File: config.mk
export PLATFORM = sky130hd
export DESIGN_NAME = sorted_key_value_table_unit_flat
export DESIGN_NICKNAME = d
export VERILOG_FILES = /design/src/design/skvt_pkg.sv /design/src/design/skvt_if.sv /design/src/design/skvt_ram.sv /design/src/design/skvt_ctrl.sv /design/src/design/skvt_dpath.sv /design/src/design/sorted_key_value_table_unit.sv /design/src/flat_wrapper.sv
export SDC_FILE = /design/constraint.sdc
export NUM_CORES = 2
export LEC_CHECK = 0
export BUFFER_PORTS_ARGS = -buffer_cell sky130_fd_sc_hd__clkbuf_2
export CORE_UTILIZATION = 62
export CTS_BUF_LIST = sky130_fd_sc_hd__clkbuf_4 sky130_fd_sc_hd__clkbuf_8 sky130_fd_sc_hd__clkbuf_16
export DETAILED_ROUTE_END_ITERATION = 10
export GPL_ROUTABILITY_DRIVEN = 1
export GPL_TIMING_DRIVEN = 0
export PLACE_DENSITY = 0.81
export REMOVE_ABC_BUFFERS = 1
export SLEW_MARGIN = 10
export SYNTH_ARGS = -nofsm -noshare
export SYNTH_HDL_FRONTEND = slang
export SYNTH_SLANG_ARGS = --single-unit
File: constraint.sdc
create_clock -name clk -period 7.8 [get_ports clk]
set_input_delay 2.34 -clock clk [delete_from_list [all_inputs] [get_ports clk]]
set_output_delay 2.34 -clock clk [all_outputs]
set_load 0.005 [all_outputs]
File: src/design/skvt_pkg.sv
// skvt_pkg: shared constants, codes and control types of the sorted key/value table
// used by the channel interfaces, the controller, the datapath and the top level
package skvt_pkg;

  localparam int DEPTH      = 16;
  localparam int KEY_BITS   = 32;
  localparam int DATUM_BITS = 32;
  localparam int IDX_W      = $clog2(DEPTH);
  localparam int CNT_W      = $clog2(DEPTH + 1);
  localparam int ENTRY_W    = KEY_BITS + DATUM_BITS;

  // request kinds; the two unused codes fall to default arms
  typedef enum logic [2:0] {
    REQ_INSERT = 3'd0,
    REQ_REMOVE = 3'd1,
    REQ_FIND   = 3'd2,
    REQ_FIRST  = 3'd3,
    REQ_STEP   = 3'd4,
    REQ_CLEAR  = 3'd5
  } req_type_t;

  // reply status codes
  typedef enum logic [1:0] {
    ST_OK         = 2'd0,
    ST_NOT_FOUND  = 2'd1,
    ST_FULL       = 2'd2,
    ST_CURSOR_OFF = 2'd3
  } status_t;

  // controller states
  typedef enum logic [2:0] {
    S_IDLE,
    S_SCAN,
    S_SHIFT_UP,
    S_SHIFT_DN,
    S_WRITE,
    S_UPDATE,
    S_FETCH,
    S_LOAD
  } state_t;

  // commands from controller to datapath
  typedef struct packed {
    logic in_ready;
    logic load_req;
    logic scan;
    logic shift_up;
    logic shift_dn;
    logic write_new;
    logic update;
    logic fetch;
    logic load_out;
  } cmd_t;

  // status from datapath to controller
  typedef struct packed {
    logic scan_done;
    logic shift_done;
    logic is_insert;
    logic is_remove;
    logic hit;
    logic full;
    logic out_free;
  } stat_t;

endpackage

File: src/design/skvt_if.sv
// skvt_if: valid/ready channel interfaces for requests and replies
// depends on skvt_pkg for field widths
interface skvt_in_if;
  logic                                     valid;
  logic                                     ready;
  logic [2:0]                               req_type;
  logic signed [skvt_pkg::KEY_BITS-1:0]     req_key;
  logic [skvt_pkg::DATUM_BITS-1:0]          req_datum;

  modport source (output valid, output req_type, output req_key, output req_datum,
                  input ready);
  modport sink   (input valid, input req_type, input req_key, input req_datum,
                  output ready);
endinterface

interface skvt_out_if;
  logic                                     valid;
  logic                                     ready;
  logic [1:0]                               status;
  logic                                     cursor_on;
  logic signed [skvt_pkg::KEY_BITS-1:0]     cur_key;
  logic [skvt_pkg::DATUM_BITS-1:0]          cur_datum;
  logic [4:0]                               entry_count;

  modport source (output valid, output status, output cursor_on, output cur_key,
                  output cur_datum, output entry_count, input ready);
  modport sink   (input valid, input status, input cursor_on, input cur_key,
                  input cur_datum, input entry_count, output ready);
endinterface

File: src/design/skvt_ram.sv
// skvt_ram: generic single-write, single-read RAM with registered read data
// no dependencies
module skvt_ram #(
  parameter int WIDTH = 8,
  parameter int DEPTH = 16
) (
  input  logic                     clk,
  input  logic                     wr_en,
  input  logic [$clog2(DEPTH)-1:0] wr_addr,
  input  logic [WIDTH-1:0]         wr_data,
  input  logic                     rd_en,
  input  logic [$clog2(DEPTH)-1:0] rd_addr,
  output logic [WIDTH-1:0]         rd_data
);

  logic [WIDTH-1:0] mem [DEPTH];

  // write port
  always_ff @(posedge clk) begin
    if (wr_en) begin
      mem[wr_addr] <= wr_data;
    end
  end

  // registered read, holds when not enabled
  always_ff @(posedge clk) begin
    if (rd_en) begin
      rd_data <= mem[rd_addr];
    end
  end

endmodule

File: src/design/skvt_ctrl.sv
// skvt_ctrl: request sequencer of the sorted key/value table
// depends on skvt_pkg for states, commands and status
module skvt_ctrl (
  input  logic            clk,
  input  logic            rst_n,
  input  logic            in_valid,
  input  skvt_pkg::stat_t stat,
  output skvt_pkg::cmd_t  cmd
);

  skvt_pkg::state_t state_r, state_nxt;

  // state register
  always_ff @(posedge clk) begin
    if (!rst_n) begin
      state_r <= skvt_pkg::S_IDLE;
    end else begin
      state_r <= state_nxt;
    end
  end

  // next state
  always_comb begin
    state_nxt = state_r;
    case (state_r)
      skvt_pkg::S_IDLE: begin
        if (in_valid) state_nxt = skvt_pkg::S_SCAN;
      end
      skvt_pkg::S_SCAN: begin
        if (stat.scan_done) begin
          if (stat.is_insert && stat.hit) state_nxt = skvt_pkg::S_WRITE;
          else if (stat.is_insert && !stat.full) state_nxt = skvt_pkg::S_SHIFT_UP;
          else if (stat.is_remove && stat.hit) state_nxt = skvt_pkg::S_SHIFT_DN;
          else state_nxt = skvt_pkg::S_UPDATE;
        end
      end
      skvt_pkg::S_SHIFT_UP: begin
        if (stat.shift_done) state_nxt = skvt_pkg::S_WRITE;
      end
      skvt_pkg::S_SHIFT_DN: begin
        if (stat.shift_done) state_nxt = skvt_pkg::S_UPDATE;
      end
      skvt_pkg::S_WRITE:  state_nxt = skvt_pkg::S_UPDATE;
      skvt_pkg::S_UPDATE: state_nxt = skvt_pkg::S_FETCH;
      skvt_pkg::S_FETCH:  state_nxt = skvt_pkg::S_LOAD;
      skvt_pkg::S_LOAD: begin
        if (stat.out_free) state_nxt = skvt_pkg::S_IDLE;
      end
      default: state_nxt = skvt_pkg::S_IDLE;
    endcase
  end

  // command outputs
  always_comb begin
    cmd = '0;
    case (state_r)
      skvt_pkg::S_IDLE: begin
        cmd.in_ready = 1'b1;
        cmd.load_req = in_valid;
      end
      skvt_pkg::S_SCAN:     cmd.scan      = 1'b1;
      skvt_pkg::S_SHIFT_UP: cmd.shift_up  = 1'b1;
      skvt_pkg::S_SHIFT_DN: cmd.shift_dn  = 1'b1;
      skvt_pkg::S_WRITE:    cmd.write_new = 1'b1;
      skvt_pkg::S_UPDATE:   cmd.update    = 1'b1;
      skvt_pkg::S_FETCH:    cmd.fetch     = 1'b1;
      skvt_pkg::S_LOAD:     cmd.load_out  = stat.out_free;
      default:              cmd           = '0;
    endcase
  end

endmodule

File: src/design/skvt_dpath.sv
// skvt_dpath: entry memory, scan and shift pointers, cursor, count and reply register
// depends on skvt_pkg and skvt_ram
module skvt_dpath (
  input  logic                                clk,
  input  logic                                rst_n,
  input  skvt_pkg::cmd_t                      cmd,
  output skvt_pkg::stat_t                     stat,
  input  logic [2:0]                          in_req_type,
  input  logic signed [skvt_pkg::KEY_BITS-1:0] in_req_key,
  input  logic [skvt_pkg::DATUM_BITS-1:0]     in_req_datum,
  output logic                                out_valid,
  input  logic                                out_ready,
  output logic [1:0]                          out_status,
  output logic                                out_cursor_on,
  output logic signed [skvt_pkg::KEY_BITS-1:0] out_cur_key,
  output logic [skvt_pkg::DATUM_BITS-1:0]     out_cur_datum,
  output logic [4:0]                          out_entry_count
);

  localparam int IW = skvt_pkg::IDX_W;
  localparam int CW = skvt_pkg::CNT_W;
  localparam int KB = skvt_pkg::KEY_BITS;
  localparam int DB = skvt_pkg::DATUM_BITS;
  localparam logic [CW-1:0] FULL_CNT = CW'(skvt_pkg::DEPTH);

  // request registers
  logic [2:0]            req_type_r, req_type_nxt;
  logic signed [KB-1:0]  req_key_r, req_key_nxt;
  logic [DB-1:0]         req_datum_r, req_datum_nxt;

  // scan and shift state
  logic [CW-1:0]         idx_r, idx_nxt;
  logic                  rvalid_r, rvalid_nxt;
  logic [IW-1:0]         cmp_idx_r, cmp_idx_nxt;
  logic                  found_r, found_nxt;
  logic [CW-1:0]         pos_r, pos_nxt;
  logic                  hit_r, hit_nxt;
  logic [CW-1:0]         sp_r, sp_nxt;
  logic                  pend_r, pend_nxt;
  logic [IW-1:0]         wa_r, wa_nxt;

  // table state
  logic [CW-1:0]         count_r, count_nxt;
  logic [IW-1:0]         cur_pos_r, cur_pos_nxt;
  logic                  cur_valid_r, cur_valid_nxt;
  logic [1:0]            status_r, status_nxt;

  // reply register
  logic                  out_valid_r, out_valid_nxt;
  logic [1:0]            o_status_r, o_status_nxt;
  logic                  o_on_r, o_on_nxt;
  logic signed [KB-1:0]  o_key_r, o_key_nxt;
  logic [DB-1:0]         o_datum_r, o_datum_nxt;
  logic [CW-1:0]         o_count_r, o_count_nxt;

  // memory ports
  logic                        wr_en, rd_en;
  logic [IW-1:0]               wr_addr, rd_addr;
  logic [skvt_pkg::ENTRY_W-1:0] wr_data, rd_data;
  logic signed [KB-1:0]        rd_key;
  logic [DB-1:0]               rd_datum;

  logic                  searching;
  logic [CW-1:0]         scan_limit;
  logic                  scan_done, shift_done;
  logic [CW-1:0]         sp_m1, cur_p1;
  logic                  out_free;

  skvt_ram #(
    .WIDTH (skvt_pkg::ENTRY_W),
    .DEPTH (skvt_pkg::DEPTH)
  ) u_ram (
    .clk     (clk),
    .wr_en   (wr_en),
    .wr_addr (wr_addr),
    .wr_data (wr_data),
    .rd_en   (rd_en),
    .rd_addr (rd_addr),
    .rd_data (rd_data)
  );

  assign rd_key   = rd_data[skvt_pkg::ENTRY_W-1:DB];
  assign rd_datum = rd_data[DB-1:0];

  // scan covers the held entries only for keyed requests
  assign searching  = (req_type_r == skvt_pkg::REQ_INSERT) ||
                      (req_type_r == skvt_pkg::REQ_REMOVE) ||
                      (req_type_r == skvt_pkg::REQ_FIND);
  assign scan_limit = searching ? count_r : '0;
  assign scan_done  = ((idx_r == scan_limit) || found_r) && !rvalid_r;
  assign sp_m1      = sp_r - CW'(1);
  assign cur_p1     = CW'(cur_pos_r) + CW'(1);
  assign shift_done = cmd.shift_up ? ((sp_r == pos_r) && !pend_r)
                                   : ((sp_r >= count_r) && !pend_r);
  assign out_free   = !out_valid_r || out_ready;

  // status to the controller
  always_comb begin
    stat.scan_done  = scan_done;
    stat.shift_done = shift_done;
    stat.is_insert  = (req_type_r == skvt_pkg::REQ_INSERT);
    stat.is_remove  = (req_type_r == skvt_pkg::REQ_REMOVE);
    stat.hit        = hit_r;
    stat.full       = (count_r == FULL_CNT);
    stat.out_free   = out_free;
  end

  // datapath next values
  always_comb begin
    req_type_nxt  = req_type_r;
    req_key_nxt   = req_key_r;
    req_datum_nxt = req_datum_r;
    idx_nxt       = idx_r;
    rvalid_nxt    = 1'b0;
    cmp_idx_nxt   = cmp_idx_r;
    found_nxt     = found_r;
    pos_nxt       = pos_r;
    hit_nxt       = hit_r;
    sp_nxt        = sp_r;
    pend_nxt      = 1'b0;
    wa_nxt        = wa_r;
    count_nxt     = count_r;
    cur_pos_nxt   = cur_pos_r;
    cur_valid_nxt = cur_valid_r;
    status_nxt    = status_r;
    out_valid_nxt = out_valid_r && !out_ready;
    o_status_nxt  = o_status_r;
    o_on_nxt      = o_on_r;
    o_key_nxt     = o_key_r;
    o_datum_nxt   = o_datum_r;
    o_count_nxt   = o_count_r;
    wr_en         = 1'b0;
    wr_addr       = wa_r;
    wr_data       = rd_data;
    rd_en         = 1'b0;
    rd_addr       = idx_r[IW-1:0];

    // capture request and arm the scan
    if (cmd.load_req) begin
      req_type_nxt  = in_req_type;
      req_key_nxt   = in_req_key;
      req_datum_nxt = in_req_datum;
      idx_nxt       = '0;
      found_nxt     = 1'b0;
      pos_nxt       = count_r;
      hit_nxt       = 1'b0;
    end

    // lower-bound scan, one read issued and one compare per cycle
    if (cmd.scan) begin
      if ((idx_r < scan_limit) && !found_r) begin
        rd_en       = 1'b1;
        rd_addr     = idx_r[IW-1:0];
        rvalid_nxt  = 1'b1;
        cmp_idx_nxt = idx_r[IW-1:0];
        idx_nxt     = idx_r + CW'(1);
      end
      if (rvalid_r && !found_r && (rd_key >= req_key_r)) begin
        found_nxt = 1'b1;
        pos_nxt   = CW'(cmp_idx_r);
        hit_nxt   = (rd_key == req_key_r);
      end
      // preload the shift pointer for either direction
      if (scan_done) begin
        sp_nxt = (req_type_r == skvt_pkg::REQ_INSERT) ? count_r : pos_r + CW'(1);
      end
    end

    // open a gap at pos: move entries up from the top
    if (cmd.shift_up) begin
      if (sp_r > pos_r) begin
        rd_en    = 1'b1;
        rd_addr  = sp_m1[IW-1:0];
        pend_nxt = 1'b1;
        wa_nxt   = sp_r[IW-1:0];
        sp_nxt   = sp_m1;
      end
      if (pend_r) begin
        wr_en = 1'b1;
      end
    end

    // close the gap at pos: move entries down from above
    if (cmd.shift_dn) begin
      if (sp_r < count_r) begin
        rd_en    = 1'b1;
        rd_addr  = sp_r[IW-1:0];
        pend_nxt = 1'b1;
        wa_nxt   = sp_m1[IW-1:0];
        sp_nxt   = sp_r + CW'(1);
      end
      if (pend_r) begin
        wr_en = 1'b1;
      end
    end

    // store the new or overwritten entry
    if (cmd.write_new) begin
      wr_en   = 1'b1;
      wr_addr = pos_r[IW-1:0];
      wr_data = {req_key_r, req_datum_r};
    end

    // count, cursor and status per request kind
    if (cmd.update) begin
      status_nxt = skvt_pkg::ST_OK;
      case (req_type_r)
        skvt_pkg::REQ_INSERT: begin
          if (!hit_r) begin
            if (count_r == FULL_CNT) status_nxt = skvt_pkg::ST_FULL;
            else count_nxt = count_r + CW'(1);
          end
          cur_valid_nxt = 1'b0;
        end
        skvt_pkg::REQ_REMOVE: begin
          if (hit_r) begin
            count_nxt = count_r - CW'(1);
            if (cur_valid_r) begin
              if (CW'(cur_pos_r) == pos_r) cur_valid_nxt = 1'b0;
              else if (CW'(cur_pos_r) > pos_r) cur_pos_nxt = cur_pos_r - IW'(1);
            end
          end else begin
            status_nxt = skvt_pkg::ST_NOT_FOUND;
          end
        end
        skvt_pkg::REQ_FIND: begin
          if (hit_r) begin
            cur_pos_nxt   = pos_r[IW-1:0];
            cur_valid_nxt = 1'b1;
          end else begin
            cur_valid_nxt = 1'b0;
            status_nxt    = skvt_pkg::ST_NOT_FOUND;
          end
        end
        skvt_pkg::REQ_FIRST: begin
          cur_pos_nxt   = '0;
          cur_valid_nxt = (count_r != '0);
        end
        skvt_pkg::REQ_STEP: begin
          if (!cur_valid_r) begin
            status_nxt = skvt_pkg::ST_CURSOR_OFF;
          end else if (cur_p1 >= count_r) begin
            cur_valid_nxt = 1'b0;
          end else begin
            cur_pos_nxt = cur_p1[IW-1:0];
          end
        end
        skvt_pkg::REQ_CLEAR: begin
          count_nxt     = '0;
          cur_valid_nxt = 1'b0;
        end
        default: ;
      endcase
      if (!cur_valid_nxt) cur_pos_nxt = '0;
    end

    // read the entry under the cursor
    if (cmd.fetch) begin
      rd_en   = 1'b1;
      rd_addr = cur_pos_r;
    end

    // load the reply register
    if (cmd.load_out) begin
      out_valid_nxt = 1'b1;
      o_status_nxt  = status_r;
      o_on_nxt      = cur_valid_r;
      o_key_nxt     = cur_valid_r ? rd_key : '0;
      o_datum_nxt   = cur_valid_r ? rd_datum : '0;
      o_count_nxt   = count_r;
    end
  end

  // control registers
  always_ff @(posedge clk) begin
    if (!rst_n) begin
      count_r     <= '0;
      cur_pos_r   <= '0;
      cur_valid_r <= 1'b0;
      out_valid_r <= 1'b0;
      rvalid_r    <= 1'b0;
      pend_r      <= 1'b0;
    end else begin
      count_r     <= count_nxt;
      cur_pos_r   <= cur_pos_nxt;
      cur_valid_r <= cur_valid_nxt;
      out_valid_r <= out_valid_nxt;
      rvalid_r    <= rvalid_nxt;
      pend_r      <= pend_nxt;
    end
  end

  // payload registers
  always_ff @(posedge clk) begin
    req_type_r  <= req_type_nxt;
    req_key_r   <= req_key_nxt;
    req_datum_r <= req_datum_nxt;
    idx_r       <= idx_nxt;
    cmp_idx_r   <= cmp_idx_nxt;
    found_r     <= found_nxt;
    pos_r       <= pos_nxt;
    hit_r       <= hit_nxt;
    sp_r        <= sp_nxt;
    wa_r        <= wa_nxt;
    status_r    <= status_nxt;
    o_status_r  <= o_status_nxt;
    o_on_r      <= o_on_nxt;
    o_key_r     <= o_key_nxt;
    o_datum_r   <= o_datum_nxt;
    o_count_r   <= o_count_nxt;
  end

  assign out_valid       = out_valid_r;
  assign out_status      = o_status_r;
  assign out_cursor_on   = o_on_r;
  assign out_cur_key     = o_key_r;
  assign out_cur_datum   = o_datum_r;
  assign out_entry_count = 5'(o_count_r);

endmodule

File: src/design/sorted_key_value_table_unit.sv
// sorted_key_value_table_unit: top level of the sorted key/value table with cursor
// depends on skvt_pkg, skvt_if, skvt_ctrl and skvt_dpath
//
// Holds up to 16 key/datum entries in ascending signed-key order in a single
// registered-read RAM and answers each request with one reply (status, cursor
// entry, entry count). Requests are handled one at a time and the one RAM read
// per cycle sets the time: a lower-bound scan reads one entry per cycle and stops
// at the first key not below the request key, then insert or remove moves one
// entry per cycle, then come a write, the cursor and count update, a cursor read
// and the reply load. The next request is taken in the cycle after the reply load.
// A new request is taken while the previous reply still waits; it then holds at
// the reply load until that reply transfers.
module sorted_key_value_table_unit (
  input  logic        clk,
  input  logic        rst_n,
  skvt_in_if.sink     in_ch,
  skvt_out_if.source  out_ch
);

  skvt_pkg::cmd_t  cmd;
  skvt_pkg::stat_t stat;

  assign in_ch.ready = cmd.in_ready;

  // sequencer
  skvt_ctrl u_ctrl (
    .clk      (clk),
    .rst_n    (rst_n),
    .in_valid (in_ch.valid),
    .stat     (stat),
    .cmd      (cmd)
  );

  // storage and arithmetic
  skvt_dpath u_dpath (
    .clk             (clk),
    .rst_n           (rst_n),
    .cmd             (cmd),
    .stat            (stat),
    .in_req_type     (in_ch.req_type),
    .in_req_key      (in_ch.req_key),
    .in_req_datum    (in_ch.req_datum),
    .out_valid       (out_ch.valid),
    .out_ready       (out_ch.ready),
    .out_status      (out_ch.status),
    .out_cursor_on   (out_ch.cursor_on),
    .out_cur_key     (out_ch.cur_key),
    .out_cur_datum   (out_ch.cur_datum),
    .out_entry_count (out_ch.entry_count)
  );

endmodule

File: src/flat_wrapper.sv
// flat-port wrapper written by rule: the top's interface ports become plain ports
module sorted_key_value_table_unit_flat 
  (clk, rst_n, in_ch_valid, in_ch_req_type, in_ch_req_key, in_ch_req_datum, in_ch_ready, out_ch_valid, out_ch_status, out_ch_cursor_on, out_ch_cur_key, out_ch_cur_datum, out_ch_entry_count, out_ch_ready);
  skvt_in_if in_ch_i ();
  skvt_out_if out_ch_i ();
  input  logic clk;
  input  logic rst_n;
  input wire logic [$bits(in_ch_i.valid)-1:0] in_ch_valid;
  input wire logic [$bits(in_ch_i.req_type)-1:0] in_ch_req_type;
  input wire logic [$bits(in_ch_i.req_key)-1:0] in_ch_req_key;
  input wire logic [$bits(in_ch_i.req_datum)-1:0] in_ch_req_datum;
  output wire logic [$bits(in_ch_i.ready)-1:0] in_ch_ready;
  output wire logic [$bits(out_ch_i.valid)-1:0] out_ch_valid;
  output wire logic [$bits(out_ch_i.status)-1:0] out_ch_status;
  output wire logic [$bits(out_ch_i.cursor_on)-1:0] out_ch_cursor_on;
  output wire logic [$bits(out_ch_i.cur_key)-1:0] out_ch_cur_key;
  output wire logic [$bits(out_ch_i.cur_datum)-1:0] out_ch_cur_datum;
  output wire logic [$bits(out_ch_i.entry_count)-1:0] out_ch_entry_count;
  input wire logic [$bits(out_ch_i.ready)-1:0] out_ch_ready;
  assign in_ch_i.valid = in_ch_valid;
  assign in_ch_i.req_type = in_ch_req_type;
  assign in_ch_i.req_key = in_ch_req_key;
  assign in_ch_i.req_datum = in_ch_req_datum;
  assign in_ch_ready = in_ch_i.ready;
  assign out_ch_valid = out_ch_i.valid;
  assign out_ch_status = out_ch_i.status;
  assign out_ch_cursor_on = out_ch_i.cursor_on;
  assign out_ch_cur_key = out_ch_i.cur_key;
  assign out_ch_cur_datum = out_ch_i.cur_datum;
  assign out_ch_entry_count = out_ch_i.entry_count;
  assign out_ch_i.ready = out_ch_ready;
  sorted_key_value_table_unit u_core (.clk(clk), .rst_n(rst_n), .in_ch(in_ch_i), .out_ch(out_ch_i));
endmodule
==> results.yml <==
detailed_routing:
  wirelength_mm: 140.3
  dr.first_iter.drc_count: 5466
  detail-route-antenna-nets: 0
  dr.pass1.iters: 7
  drc: 0
  num_vias: 34320
  detail_route.wl_per_cell_um: 27.76
  post_drt_via_cell_ratio: 6.791
place:
  port_buffers: 144
  gp_congestion: 0.8783
  dp.cells: 4828
  hpwl_mm: 80.37
flow_run:
  maxCapViolCount: 0
cts:
  cts_root_buf: "clkbuf_16"
  cts_buffers: 120
  ctsResizeCount: 0
  cts_buffer_depth: 3
  cts_sinks: 1270
  cts_hold_buf: 0
  cts_tree: "done"
  postCtsSetupRepairBufs: 0
  clk_pin_slew_worst_paths_ns: 0.06
  clock_latency_ns: 0.73
  cts_max_level: 3
sta:
  fmax_mhz: 188.6
  fin_crit_sh_pct: 67.96
  setup_violations: 0
  rsz0062_at_grt: "false"
  hold_viol: 0
  relSlewSlack_pct: 14.12
  hold-worst-slack_ns: 0.4339
  fin_tns_setup_ns: 0
  finClkSkew_ns: 0.05037
  tightestPinTransition_ns: 1.280
  drv_slew: 0
  fin_crit_ns: 5.301
critical_path:
  rrSetupSlack_ns: 2.50
  crit_cells: 15
  cpMaxStageDelayCell: "nor2_1"
  endpoint: "u_core.u_dpath.u_ram.rd_data[27]$_DFFE_PP_"
  rr_startpoint: "u_core.u_dpath.count_r[1]$_SDFFE_PN0P_"
  required_ns: 8.27
  path_delay_family: "simple AND/OR/NAND/NOR gates"
  critPathBufInv: 6
  slowest_delay_ns: 0.69
  critPathKind: "flip-flop to flip-flop"
  crit_path_end_kind: "flip-flop"
  startpoint_type: "flip-flop"
  critical_path.startpoint: "u_core.u_dpath.count_r[1]$_SDFFE_PN0P_"
  critPathArrivalTime_ns: 5.77
  reg2reg_to: "u_core.u_dpath.u_ram.rd_data[27]$_DFFE_PP_"
  cp_max_fo: 114
  rr_worst_depth: 15
  crit_chain: "inv_1 -> ha_1 -> nor2b_1 -> o31a_1 -> nor2_1 -> a22oi_2 -> buf_6 -> buf_8 -> buf_8 -> buf_6 -> nand2_8 -> buf_16 -> and3_1 -> o32ai_1 -> a221o_1"
floorplan:
  die_h_um: 290.8
  start_util_pct: 62.86
  die_area_mm2: 0.08455
  die_w_um: 290.8
  design.core.area_mm2: 0.08224
  num_rows: 105
  io_pins: 145
yosys:
  synthMostInstantiatedCell: "edfxtp_1"
  async_reset_ff_share_pct: 0
  synth-edff-count: 1233
  synth.area.top_cells: "edfxtp_1 (72%), nand2_1 (5.7%), and3_1 (2.2%)"
  syn_avg_cell_area_um2: 13.90
  synth_top_area_share_pct: 71.61
  synthTopCellsByCount: "edfxtp_1 (1233), nand2_1 (782), a21oi_1 (202), and3_1 (178), o21ai_0 (143)"
  yosysSeqAreaShare_pct: 73.05
  ys_seq_elements: 1270
  synth.distinct_cells: 75
  netlist_instances: 3719
  synth_top_cell_by_area: "edfxtp_1"
  yosysWarnings: 0
  netlist_area_mm2: 0.05170
  synth_flop_cell: "edfxtp_1"
grt:
  grt_pass1_wl_mm: 207.4
  antenna_found_initial: 4
  grt_max_degree: 115
  grt_util_all_layers_pct: 32.91
  grt_overflow: 0
  grt_pass1_vias: 34220
finish:
  regArea_mm2: 0.03777
  insertedDiodeCount: 0
  multi_input_area_mm2: 0.01282
  drive_gt1_share_pct: 14.06
  final_cell_count_no_fill: 5053
  nets: 4020
  area_growth_pct: 15.29
  fill_cells: 4675
power_and_ir_drop:
  p_total_mw: 19.14
  power_density_mw_per_mm2: 321.1
  p_leak_nw: 21.57
  vdd_drop_max_v: 0.0002177
hold_path:
  hp-class: "flip-flop to flip-flop"
outcome:
  status: "finished, final reports clean"
==> cells in the final DEF, fill, tap and decap left out, types with 21 or more instances in the layout <==
cell	n
a31oi_1	99
inv_1	54
a21oi_1	202
edfxtp_1	1233
a22o_1	40
nor2_1	35
clkinv_2	27
a221o_1	44
nor4_1	21
mux2_2	50
nand3_1	94
clkbuf_16	121
o32ai_1	44
buf_12	53
o221ai_1	22
nand2_1	778
ha_1	65
and2_1	71
buf_16	56
clkbuf_2	144
mux2i_1	93
o21ai_0	111
o21ai_1	33
dfxtp_1	36
clkinv_1	30
and3_1	178
==> flip-flops by register name, summed over array words and instances, names as in the netlist, 4 cells and up <==
register,count
u_core.u_dpath.req_key_r,32
u_core.u_dpath.idx_r,5
u_core.u_dpath.out_cur_key,32
u_core.u_dpath.count_r,5
u_core.u_dpath.out_entry_count,5
u_core.u_dpath.cmp_idx_r,4
u_core.u_dpath.u_ram.rd_data,64
u_core.u_dpath.req_datum_r,32
u_core.u_dpath.wa_r,4
u_core.u_dpath.cur_pos_r,4
u_core.u_dpath.pos_r,5
u_core.u_dpath.sp_r,5
u_core.u_dpath.out_cur_datum,32
u_core.u_dpath.u_ram.mem,1024
==> how the worst min path moves through the flow <==
stage / startpoint / endpoint / slack (ns) / cells after the start
floorplan: u_core.u_dpath.status_r[0]$_DFFE_PP_ / u_core.u_dpath.out_status[0]$_DFFE_PP_ / 0.40 / 0
global placement: u_core.u_dpath.status_r[0]$_DFFE_PP_ / u_core.u_dpath.out_status[0]$_DFFE_PP_ / 0.40 / 0
detailed placement: u_core.u_dpath.status_r[1]$_DFFE_PP_ / u_core.u_dpath.out_status[1]$_DFFE_PP_ / 0.42 / 0
CTS: u_core.u_dpath.status_r[1]$_DFFE_PP_ / u_core.u_dpath.out_status[1]$_DFFE_PP_ / 0.43 / 0
global route: u_core.u_dpath.status_r[1]$_DFFE_PP_ / u_core.u_dpath.out_status[1]$_DFFE_PP_ / 0.45 / 0
finish: u_core.u_dpath.status_r[0]$_DFFE_PP_ / u_core.u_dpath.out_status[0]$_DFFE_PP_ / 0.43 / 0
==> where the power goes <==
group	leakage (nW)	internal, mW	switching [mW]
sequential	11.4	8.72	0.241
clock	1.96	3.30	2.57
combinational	8.18	1.41	2.90
==> stage by stage <==
stage          util (%)  instance area, um2  setup WS (ns)
2_1_floorplan         -               50560         -7.456
4_1_cts           72.43               59560          2.620
6_report          72.48               59610          2.499
5_1_grt           72.48               59610          2.323
3_5_place_dp      67.62               55610          2.676
3_3_place_gp      63.98               52620         -16.36
==> cell families after synthesis <==
| group | count (synthesis) | share of synthesized area [%] |
|---|---|---|
| flip-flops | 1270 | 73.05 |
| adder cells (fa/ha/maj) | 66 | 1.612 |
| XOR/XNOR | 13 | 0.2202 |
| buffers and inverters | 285 | 2.616 |
| AND/OR/NAND/NOR | 1271 | 11.15 |
| multiplexers | 143 | 2.890 |
| AO/OA/AOI/OAI | 671 | 8.461 |
==> layer usage <==
| metal | up-vias | part of all wire [%] | track usage [%] |
|---|---|---|---|
| li1 | 14320 | - | - |
| met1 | 16570 | 35 | 43.14 |
| met2 | 2772 | 47 | 51.61 |
| met3 | 650 | 13 | 7.365 |
| met4 | 4 | 5.7 | 17.91 |
| met5 | - | 0.019 | 0 |
==> cell type report <==
class,instances,area share [%]
Sequential cell,1270,63.36
Multi-Input combinational cell,2164,21.51
Timing Repair Buffer,270,5.884
Clock buffer,139,5.306
Tap cell,1070,2.246
Clock inverter,83,1.325
Inverter,57,0.3631
No activity file was read; power rests on OpenSTA's default activity.
